## src/design/efa_pkg.sv

```systemverilog
// ----------------------------------------------------------------------------
// efa_pkg
// shared constants for the exact-fit free-list allocator: defaults, field
// widths, chunk sizing, action/status codes, configuration register indexes
// ----------------------------------------------------------------------------
package efa_pkg;

  // parameter defaults
  localparam int DEF_FREE_ENTRIES = 64;
  localparam int DEF_ADDR_BITS    = 32;
  localparam int DEF_SIZE_BITS    = 25;

  // fixed field widths
  localparam int REQ_BITS      = 24;
  localparam int CHUNK_BITS    = REQ_BITS + 1;
  localparam int CFG_DATA_BITS = 32;
  localparam int CFG_IDX_BITS  = 2;
  localparam int STATUS_BITS   = 3;

  // chunk size arithmetic
  localparam int HEADER_BYTES = 8;
  localparam int ROUND_ADD    = 15;
  localparam int ALIGN_BYTES  = 8;

  // action codes
  localparam logic ACT_ALLOC = 1'b0;
  localparam logic ACT_FREE  = 1'b1;

  // status codes
  localparam logic [STATUS_BITS-1:0] ST_OK   = 3'd0;
  localparam logic [STATUS_BITS-1:0] ST_ZERO = 3'd1;
  localparam logic [STATUS_BITS-1:0] ST_OOM  = 3'd2;
  localparam logic [STATUS_BITS-1:0] ST_FULL = 3'd3;
  localparam logic [STATUS_BITS-1:0] ST_NULL = 3'd4;

  // configuration register indexes
  localparam logic [CFG_IDX_BITS-1:0] REG_HEAP_TOP   = 2'd0;
  localparam logic [CFG_IDX_BITS-1:0] REG_HEAP_FLOOR = 2'd1;

endpackage

```

## src/design/exact_fit_free_list_allocator_top.sv

```systemverilog
// ----------------------------------------------------------------------------
// exact_fit_free_list_allocator_top
// exact-fit free-list allocator with a downward bump pointer
// ----------------------------------------------------------------------------
// An item is taken when start is high and busy is low; its single result
// appears on result_address, granted_size and status for one cycle, marked by
// done, and must be captured then since the receiver cannot stall. A free, a
// null free, a table-full free and a zero-byte allocate finish in S_EXEC,
// which raises done. An allocate searches the freed-chunk table from the most
// recent entry down, one entry per cycle through the table's single read
// port; on a hit at index i the younger entries are moved down one place, one
// per cycle, to keep their order, and S_FINISH then raises done; on a miss
// S_MISS falls back to the bump pointer. busy stays high for the whole item.
// The table holds no valid bits: only entries below the fill count are ever
// used.
// Configuration writes are taken while idle; writing heap_top also reloads
// the bump pointer.
// ----------------------------------------------------------------------------
module exact_fit_free_list_allocator_top #(
  parameter int FREE_ENTRIES = efa_pkg::DEF_FREE_ENTRIES,
  parameter int ADDR_BITS    = efa_pkg::DEF_ADDR_BITS,
  parameter int SIZE_BITS    = efa_pkg::DEF_SIZE_BITS
) (
  input  logic                                clk,
  input  logic                                rst,
  // request channel
  input  logic                                start,
  output logic                                busy,
  input  logic                                action,
  input  logic [efa_pkg::REQ_BITS-1:0]        request_bytes,
  input  logic [ADDR_BITS-1:0]                data_address,
  input  logic [SIZE_BITS-1:0]                header_size,
  // configuration write channel
  input  logic                                cfg_valid,
  output logic                                cfg_ready,
  input  logic [efa_pkg::CFG_IDX_BITS-1:0]    cfg_index,
  input  logic [efa_pkg::CFG_DATA_BITS-1:0]   cfg_data,
  // result channel
  output logic                                done,
  output logic [ADDR_BITS-1:0]                result_address,
  output logic [SIZE_BITS-1:0]                granted_size,
  output logic [efa_pkg::STATUS_BITS-1:0]     status
);

  localparam int CB        = efa_pkg::CHUNK_BITS;
  localparam int IDX_BITS  = (FREE_ENTRIES > 1) ? $clog2(FREE_ENTRIES) : 1;
  localparam int CNT_BITS  = $clog2(FREE_ENTRIES + 1);
  localparam int CNT1_BITS = CNT_BITS + 1;
  // width for comparing a chunk size against a stored length
  localparam int LW        = (SIZE_BITS > CB) ? SIZE_BITS : CB;
  // width for comparing a chunk size against an address gap
  localparam int GW        = (ADDR_BITS > CB) ? ADDR_BITS : CB;
  localparam int ENT_BITS  = ADDR_BITS + SIZE_BITS;

  localparam logic [LW-1:0] SIZE_MAX = LW'((65'd1 << SIZE_BITS) - 65'd1);
  localparam logic [CB-1:0] ROUND_ADD_C = CB'(efa_pkg::ROUND_ADD);
  localparam logic [CB-1:0] ALIGN_MASK  = ~CB'(efa_pkg::ALIGN_BYTES - 1);
  localparam logic [ADDR_BITS-1:0] HDR_C = ADDR_BITS'(efa_pkg::HEADER_BYTES);
  localparam logic [CNT_BITS-1:0]  FULL_C = CNT_BITS'(FREE_ENTRIES);

  typedef enum logic [2:0] {
    S_IDLE,
    S_EXEC,
    S_SEARCH,
    S_SHIFT,
    S_MISS,
    S_FINISH
  } state_t;

  state_t state;

  // latched item
  logic                    act_q;
  logic                    zero_req;
  logic [CB-1:0]           size_q;
  logic [ADDR_BITS-1:0]    data_q;
  logic [SIZE_BITS-1:0]    hsize_q;

  // allocator state
  logic [ADDR_BITS-1:0]    bump;
  logic [ADDR_BITS-1:0]    floor_q;
  logic [CNT_BITS-1:0]     count;

  // working registers
  logic [CNT_BITS-1:0]     idx;
  logic [ADDR_BITS-1:0]    base;
  logic [ADDR_BITS-1:0]    gap;
  logic                    below;

  // free table
  logic [ENT_BITS-1:0]     mem [FREE_ENTRIES];
  logic [ENT_BITS-1:0]     rd_q;
  logic [IDX_BITS-1:0]     rd_idx;
  logic                    mem_we;
  logic [IDX_BITS-1:0]     mem_wa;
  logic [ENT_BITS-1:0]     mem_wd;

  logic [ADDR_BITS-1:0]    rd_addr;
  logic [SIZE_BITS-1:0]    rd_len;
  logic                    hit;
  logic                    fits;
  logic [CNT1_BITS-1:0]    idx_p1;
  logic [CNT1_BITS-1:0]    idx_p2;
  logic [CNT1_BITS-1:0]    idx_m1;
  logic [CNT1_BITS-1:0]    cnt_m1;
  logic [CNT1_BITS-1:0]    cnt_x;

  assign busy      = (state != S_IDLE);
  assign cfg_ready = (state == S_IDLE);

  assign rd_addr = rd_q[ENT_BITS-1:SIZE_BITS];
  assign rd_len  = rd_q[SIZE_BITS-1:0];

  // exact size compare, the unit the search loop reuses every cycle
  assign hit = (LW'(rd_len) == LW'(size_q));

  // bump fallback check: size fits the field and stays above the floor
  assign fits = !below && (LW'(size_q) <= SIZE_MAX) && (GW'(size_q) <= GW'(gap));

  assign cnt_x  = CNT1_BITS'(count);
  assign idx_p1 = CNT1_BITS'(idx) + CNT1_BITS'(1);
  assign idx_p2 = CNT1_BITS'(idx) + CNT1_BITS'(2);
  assign idx_m1 = CNT1_BITS'(idx) - CNT1_BITS'(1);
  assign cnt_m1 = cnt_x - CNT1_BITS'(1);

  // table port control
  always_comb begin
    rd_idx = idx[IDX_BITS-1:0];
    mem_we = 1'b0;
    mem_wa = count[IDX_BITS-1:0];
    mem_wd = {data_q - HDR_C, hsize_q};
    case (state)
      S_EXEC: begin
        rd_idx = cnt_m1[IDX_BITS-1:0];
        if (act_q == efa_pkg::ACT_FREE && data_q != '0 && count != FULL_C) begin
          mem_we = 1'b1;
        end
      end
      S_SEARCH: begin
        if (hit) begin
          rd_idx = idx_p1[IDX_BITS-1:0];
        end else begin
          rd_idx = idx_m1[IDX_BITS-1:0];
        end
      end
      S_SHIFT: begin
        // rd_q holds entry idx + 1, moved down into idx
        mem_we = 1'b1;
        mem_wa = idx[IDX_BITS-1:0];
        mem_wd = rd_q;
        rd_idx = idx_p2[IDX_BITS-1:0];
      end
      default: begin
      end
    endcase
  end

  always_ff @(posedge clk) begin
    if (mem_we) begin
      mem[mem_wa] <= mem_wd;
    end
    rd_q <= mem[rd_idx];
  end

  always_ff @(posedge clk) begin
    if (rst) begin
      state   <= S_IDLE;
      done    <= 1'b0;
      bump    <= '0;
      floor_q <= '0;
      count   <= '0;
    end else begin
      done <= 1'b0;
      case (state)
        S_IDLE: begin
          if (cfg_valid) begin
            if (cfg_index == efa_pkg::REG_HEAP_TOP) begin
              bump <= ADDR_BITS'(cfg_data);
            end else if (cfg_index == efa_pkg::REG_HEAP_FLOOR) begin
              floor_q <= ADDR_BITS'(cfg_data);
            end
          end
          if (start) begin
            act_q    <= action;
            zero_req <= (request_bytes == '0);
            size_q   <= (CB'(request_bytes) + ROUND_ADD_C) & ALIGN_MASK;
            data_q   <= data_address;
            hsize_q  <= header_size;
            state    <= S_EXEC;
          end
        end

        S_EXEC: begin
          gap   <= bump - floor_q;
          below <= (bump < floor_q);
          if (act_q == efa_pkg::ACT_ALLOC) begin
            if (zero_req) begin
              done           <= 1'b1;
              result_address <= '0;
              granted_size   <= '0;
              status         <= efa_pkg::ST_ZERO;
              state          <= S_IDLE;
            end else if (count == '0) begin
              state <= S_MISS;
            end else begin
              idx   <= cnt_m1[CNT_BITS-1:0];
              state <= S_SEARCH;
            end
          end else begin
            done           <= 1'b1;
            result_address <= '0;
            granted_size   <= '0;
            state          <= S_IDLE;
            if (data_q == '0) begin
              status <= efa_pkg::ST_NULL;
            end else if (count == FULL_C) begin
              status <= efa_pkg::ST_FULL;
            end else begin
              status <= efa_pkg::ST_OK;
              count  <= count + CNT_BITS'(1);
            end
          end
        end

        // newest to oldest, one entry per cycle
        S_SEARCH: begin
          if (hit) begin
            base <= rd_addr;
            if (idx_p1 < cnt_x) begin
              state <= S_SHIFT;
            end else begin
              count <= count - CNT_BITS'(1);
              state <= S_FINISH;
            end
          end else if (idx == '0) begin
            state <= S_MISS;
          end else begin
            idx <= idx_m1[CNT_BITS-1:0];
          end
        end

        // close the gap left by the removed entry
        S_SHIFT: begin
          if (idx_p2 < cnt_x) begin
            idx <= idx_p1[CNT_BITS-1:0];
          end else begin
            count <= count - CNT_BITS'(1);
            state <= S_FINISH;
          end
        end

        S_MISS: begin
          if (fits) begin
            bump  <= bump - ADDR_BITS'(size_q);
            base  <= bump - ADDR_BITS'(size_q);
            state <= S_FINISH;
          end else begin
            done           <= 1'b1;
            result_address <= '0;
            granted_size   <= '0;
            status         <= efa_pkg::ST_OOM;
            state          <= S_IDLE;
          end
        end

        S_FINISH: begin
          done           <= 1'b1;
          result_address <= base + HDR_C;
          granted_size   <= SIZE_BITS'(size_q);
          status         <= efa_pkg::ST_OK;
          state          <= S_IDLE;
        end

        default: begin
          state <= S_IDLE;
        end
      endcase
    end
  end

`ifndef SYNTH
  // a result always closes its item
  a_done_idle: assert property (@(posedge clk) disable iff (rst) done |-> !busy)
    else $error("result strobe while still busy");

  // fill count never runs past the table
  a_count_bound: assert property (@(posedge clk) disable iff (rst)
    CNT1_BITS'(count) <= CNT1_BITS'(FREE_ENTRIES))
    else $error("free table count overflow");

  // an accepted item always starts work
  a_accept_busy: assert property (@(posedge clk) disable iff (rst)
    (start && !busy) |=> busy)
    else $error("accepted item did not start");

  // an ok grant from an allocate carries a nonzero size
  a_grant_size: assert property (@(posedge clk) disable iff (rst)
    (done && status == efa_pkg::ST_OK && act_q == efa_pkg::ACT_ALLOC) |->
    granted_size != '0)
    else $error("grant with zero size");
`endif

endmodule
```

## config.mk

```make
export PLATFORM = sky130hd
export DESIGN_NAME = exact_fit_free_list_allocator_top
export DESIGN_NICKNAME = d
export VERILOG_FILES = /design/src/design/efa_pkg.sv /design/src/design/exact_fit_free_list_allocator_top.sv
export SDC_FILE = /design/constraint.sdc
export NUM_CORES = 2
export LEC_CHECK = 0
export BUFFER_PORTS_ARGS = -buffer_cell sky130_fd_sc_hd__buf_2
export CAP_MARGIN = 20
export CORE_ASPECT_RATIO = 1.4
export CORE_UTILIZATION = 57
export CTS_CLUSTER_SIZE = 10
export DETAILED_ROUTE_END_ITERATION = 12
export PLACE_DENSITY = 0.76
export RECOVER_POWER = 25
export SYNTH_ARGS = -nofsm -noshare
export SYNTH_HDL_FRONTEND = slang
export SYNTH_SLANG_ARGS = --single-unit
```

## constraint.sdc

```tcl
create_clock -name clk -period 8.8 [get_ports clk]
set_clock_uncertainty 0.2 [all_clocks]
set_input_delay 1.32 -clock clk [delete_from_list [all_inputs] [get_ports clk]]
set_output_delay 1.32 -clock clk [all_outputs]
set_load 0.03 [all_outputs]
```

* Yosys cells after proc, flatten, opt, wreduce, memory -nomap -nowiden
Memory sizes are Yosys's and may differ from the RTL's. A register that Yosys moved wholly into a read port is not among the register bits. Index checks and enable logic that the tools add are counted.
Cells by class: bitwise gates (word level) 2, reduce and logical (&&, ||, !) cells 26, equal/unequal tests 28, mux-type cells 56, order comparisons 5, $add $sub $neg 11
Operator list (count):
- 2-to-1 mux 32 bit | 7
- case mux 32 bit (2 select lines) | 2
- case mux 32 bit (3 select lines) | 1
- 2-to-1 mux 7 bit | 12
- 2-to-1 mux 25 bit | 3
- case mux 25 bit (3 select lines) | 1
- 2-to-1 mux 57 bit | 1
- case mux 7 bit (3 select lines) | 2
- 2-to-1 mux 3 bit | 13
- adder 32 x 4 -> 32 bit, second input constant | 1
- <= comparator 25 x 32 -> 1 bit | 1
- logical NOT 32 bit | 1
- < comparator 32 bit | 1
- inequality test 2 bit, second input constant | 16
- nonzero test 32 bit | 1
- subtractor 32 x 25 -> 32 bit | 1
- subtractor 32 bit | 1
- subtractor 32 x 4 -> 32 bit, second input constant | 1
- adder 24 x 4 -> 25 bit, second input constant | 1
- equality test 25 bit | 1
- <= comparator 25 bit, second input constant | 1
- logical NOT 24 bit | 1
- subtractor 7 x 1 -> 7 bit, second input constant | 3
- case mux 6 bit (3 select lines) | 1
- other kinds (32) | 54
Word-level totals: word-level logic and storage cells 146, input bits 120, bits in writable memories 3648, register bits 288, memories 1
Memories:
- mem | words 64, width 57, rd ports 1, clocked after memory_dff 1, write ports 1, line exact_fit_free_list_allocator_top.sv:91 | logic [ENT_BITS-1:0] mem [FREE_ENTRIES];

* Depth between registers and ports, before layout
word-level depth 7, gate-level depth with buffers 17

* Worst setup path before layout
Ideal clock, no wire load.
path type input to register, from in rst, to reg act_q, enable pin, library setup time 0.637 ns, data arrival time 7.619 ns, cell stages on the path 3, setup slack 0.344 ns, cells stage by stage clkbuf_1 -> clkbuf_1 -> nor3b_1
Between the ends: cells in the longest elaborated chain, start to end 2
RTL lines:
- from (decl) | line exact_fit_free_list_allocator_top.sv:25 | input logic rst,
- inverter 1 bit (no source line)
- AND reduction 3 bit (no source line)
- to (signal assigned) | line exact_fit_free_list_allocator_top.sv:184 | act_q <= action;
- to (decl) | line exact_fit_free_list_allocator_top.sv:73 | logic act_q;
No other way between the ends. A chain may end at the register's enable or synchronous reset.

* Worst setup path after layout
from reg state[2], to mem mem[44][4] in the netlist's numbering (data pin)
Between the ends: cells in the longest elaborated chain, start to end 2
RTL lines:
- from (decl) | line exact_fit_free_list_allocator_top.sv:70 | state_t state;
- from (signal assigned) | line exact_fit_free_list_allocator_top.sv:167 | state <= S_IDLE;
- from (signal assigned) | line exact_fit_free_list_allocator_top.sv:189 | state <= S_EXEC;
- from (signal assigned) | line exact_fit_free_list_allocator_top.sv:202 | state <= S_IDLE;
- equality test 3 x 2 -> 1 bit | line exact_fit_free_list_allocator_top.sv:132 | case (state)
- 2-to-1 mux 57 bit | line exact_fit_free_list_allocator_top.sv:132
- named net mem_wd[4] | line exact_fit_free_list_allocator_top.sv:96 | logic [ENT_BITS-1:0] mem_wd;
- to (decl) | line exact_fit_free_list_allocator_top.sv:91
The timed path passes the listed nets, and every way through them passes these cells.

==> results by group <==
Finish
  • Layout cells sized above 1: 12.2%
  • Fillers: 18700
  • Area Overhead vs Synth: 11.6%
  • Footprint of the multi-input gates: 38500 µm²
  • Storage element area: 118000 µm²
  • Nets: 11100

Critical path
  • Worst EP arrival: 7.80 ns
  • CP Class: reg2reg
  • Worst setup SP type: flop
  • Reg2Reg Setup Slack: 1.07 ns
  • Crit end category: flop
  • Crit Path Max Fanout: 64
  • CP required: 8.86 ns

CTS
  • CTS buffer count: 442
  • Longest Clk Path Bufs: 4
  • Setup bufs post-CTS: 0
  • Htree depth: 5
  • Worst-Skew Late Latency: 0.96 ns
  • Reg clk slew, reported paths: 0.05 ns
  • Clock tree sinks: 3990
  • Clock Root Buffer: clkbuf_16
  • CTS tree: built
  • # resized after CTS: 0
  • Cts hold-fix bufs: 0

Die
  • # rows: 229
  • Io pins: 183
  • Die Span Y: 627 µm
  • Core Region: 278000 µm²
  • Die Span X: 449 µm
  • Die ar.: 282000 µm²
  • Starting Density: 57.3%

STA
  • RSZ-0062 raised after global routing: no
  • Fmax: 0.129 GHz
  • Slew HR: -135%
  • Worst-Margin Slew: 3.52 ns
  • Final Setup Violations: 0
  • Min cycle time layout: 7.73 ns
  • Worst hold margin: 0.256 ns
  • Max Slew Vio Count: 2107
  • TNS Setup: 0 ns
  • Tcrit/Tclk final: 87.9%
  • Final hold vios: 0

Detailed routing
  • Routed WL: 468000 µm
  • Routed wire per std cell: 31.7 µm
  • DR vias/cell: 6.71
  • Post-route DRC: 0
  • Post-route ant nets: 0
  • Iteration-0 DRC count of the detailed router: 14900
  • Drt first pass iters: 9
  • Vias post-DR: 99200

GRT
  • Global route overflow: 0
  • Largest net degree at the start of global routing: 192
  • Total GRT Usage: 32.6%
  • First-pass GRT wire length: 663000 µm
  • Initial antenna violation count: 28
  • Vias in the first global route: 96800

Power
  • PwrDens: 244 nW/µm²
  • Max VDD drop: 0.000194 V
  • P_leak: 59.0 nW

Synthesis
  • Post-Synthesis Cells: 10600
  • EDFF count, synth: 3858
  • Ys async rst share: 0%
  • Area leader, netlist: edfxtp_1
  • Synthesized area: 159000 µm²
  • Cell with the most instances after synthesis: edfxtp_1
  • Synth Warn #: 0
  • Synth unique cells: 83
  • Post-synth top cells: 3858 x edfxtp_1, 1935 x nand2_1, 1111 x nand3_1, 445 x a21oi_1, 352 x mux2i_1
  • Avg Cell Area, Syn: 15.0 µm²
  • #FFs+latches synth: 3990
  • Yosys top cell area share: 72.7%
  • Sequential area share after synthesis: 74.4%
  • Dominant synthesized flop cell: edfxtp_1
  • Synth top area cells: edfxtp_1 73%, nand2_1 4.6%, mux4_2 4.0%

Placement
  • I/O Buffers: 179
  • GP Congestion: 0.918
  • Post-DP HPWL: 265000 µm

Run status
  • Status: complete, but fails checks
  • Violated checks: capacitance limit, slew limit

Worst hold path
  • Hold WC Path Type: reg2reg

Run
  • Max cap viols: 37
[metrics by stage]
stage | area, µm² | instances | power [W] | util [%] | setup slack [ns]
6_report | 178000 | 14800 | 0.0433 | 63.9 | 1.07
3_5_place_dp | 166000 | 14100 | 0.0273 | 59.7 | 2.01
5_1_grt | 178000 | 14800 | 0.0442 | 63.9 | 0.957
2_1_floorplan | 159000 | 10600 | 0.0252 | - | 0.344
4_1_cts | 178000 | 14700 | 0.0432 | 64.0 | 1.91
3_3_place_gp | 166000 | 14100 | 0.0272 | 59.6 | 1.93
[layer usage]
layer	up-vias	part of all wire [%]	track usage, %
met3	1640	11	6.89
met1	49100	33	39.4
met2	7392	47	52.1
li1	41000	-	-
met5	-	0.0094	0
met4	6	8.4	23.8
[registers in the layout (all words and copies together) (netlist names)]
name	flops
done	1
hsize_q	25
count	7
base	32
gap	32
state	3
data_q	32
below	1
floor_q	32
bump	32
status	3
mem	3648
rd_q	57
size_q	22
granted_size	22
act_q	1
result_address	32
idx	7
zero_req	1
[report_power, final]
group	switching (W)	internal, W
logic	0.00385	0.00172
clock network	0.00693	0.00922
registers	0.000393	0.0212
total	0.0112	0.0321
[cell families (layout without fill, tap and decap cells)]
group / Yosys count / after routing / synth area share [%]
muxes: 637 / 637 / 6.24
DFF: 3990 / 3990 / 74.4
AOI/OAI and AO/OA: 1285 / 1285 / 5.19
xor gates and xnor gates: 158 / 158 / 0.869
other: 1 / 28 / 0.00235
adders and majority gates: 100 / 100 / 0.795
buffers and inverters: 772 / 1209 / 2.13
and+or+nand+nor: 3667 / 3667 / 10.4
[critical path, stage by stage, from the launching register on]
cell and delay, ns:
dfxtp_1 0.32, clkbuf_1 0.89, nor2_1 0.45, nand2_1 0.42
clkbuf_1 1.68, nand2_1 0.56, nand2_2 0.19, clkbuf_1 2.27
[area by class of cell]
| class | count | area share (%) |
|---|---|---|
| tap | 3696 | 2.60 |
| clock inverter | 12 | 0.0873 |
| inverter | 112 | 0.237 |
| timing repair buffer | 488 | 2.02 |
| antenna | 25 | 0.0352 |
| multi-input combinational | 5850 | 21.7 |
| sequential | 3990 | 66.7 |
| clock buffer | 597 | 6.66 |
[path summary, 6_finish.rpt]
path / cells past startpoint / from / to
worst min register to register: 2 / floor_q[21] / floor_q[21]
worst max-delay path: 7 / state[2] / mem[44][4]
worst max register to register: 7 / state[2] / mem[44][4]
worst min-delay path: 2 / floor_q[21] / floor_q[21]
[layout by cell type, fill, tap and decap left out, types with 14 or more instances in the layout]
master	instances
o21ai_4	28
edfxtp_1	3858
nand2b_1	20
o22ai_1	117
and3_1	82
o311ai_1	54
a32oi_1	55
a21o_1	46
mux4_2	285
o2111ai_1	114
a211oi_1	20
xor2_1	64
buf_2	117
ha_1	98
nor2b_1	14
nor3_1	44
or3_1	16
buf_12	41
nor2_1	167
nand4_1	22
inv_1	111
diode_2	25
o211ai_1	120
buf_4	215
o21ai_0	129
mux2i_1	352
xnor2_1	94
nand2_1	1913
nand3_1	1109
nor4_2	76
nand2_2	14
a31oi_1	72
nor2_4	69
nor4_1	66
clkbuf_1	250
a21oi_1	444
clkbuf_16	451
o21a_1	14
dfxtp_1	132
Power figures use the tool's default switching activity.
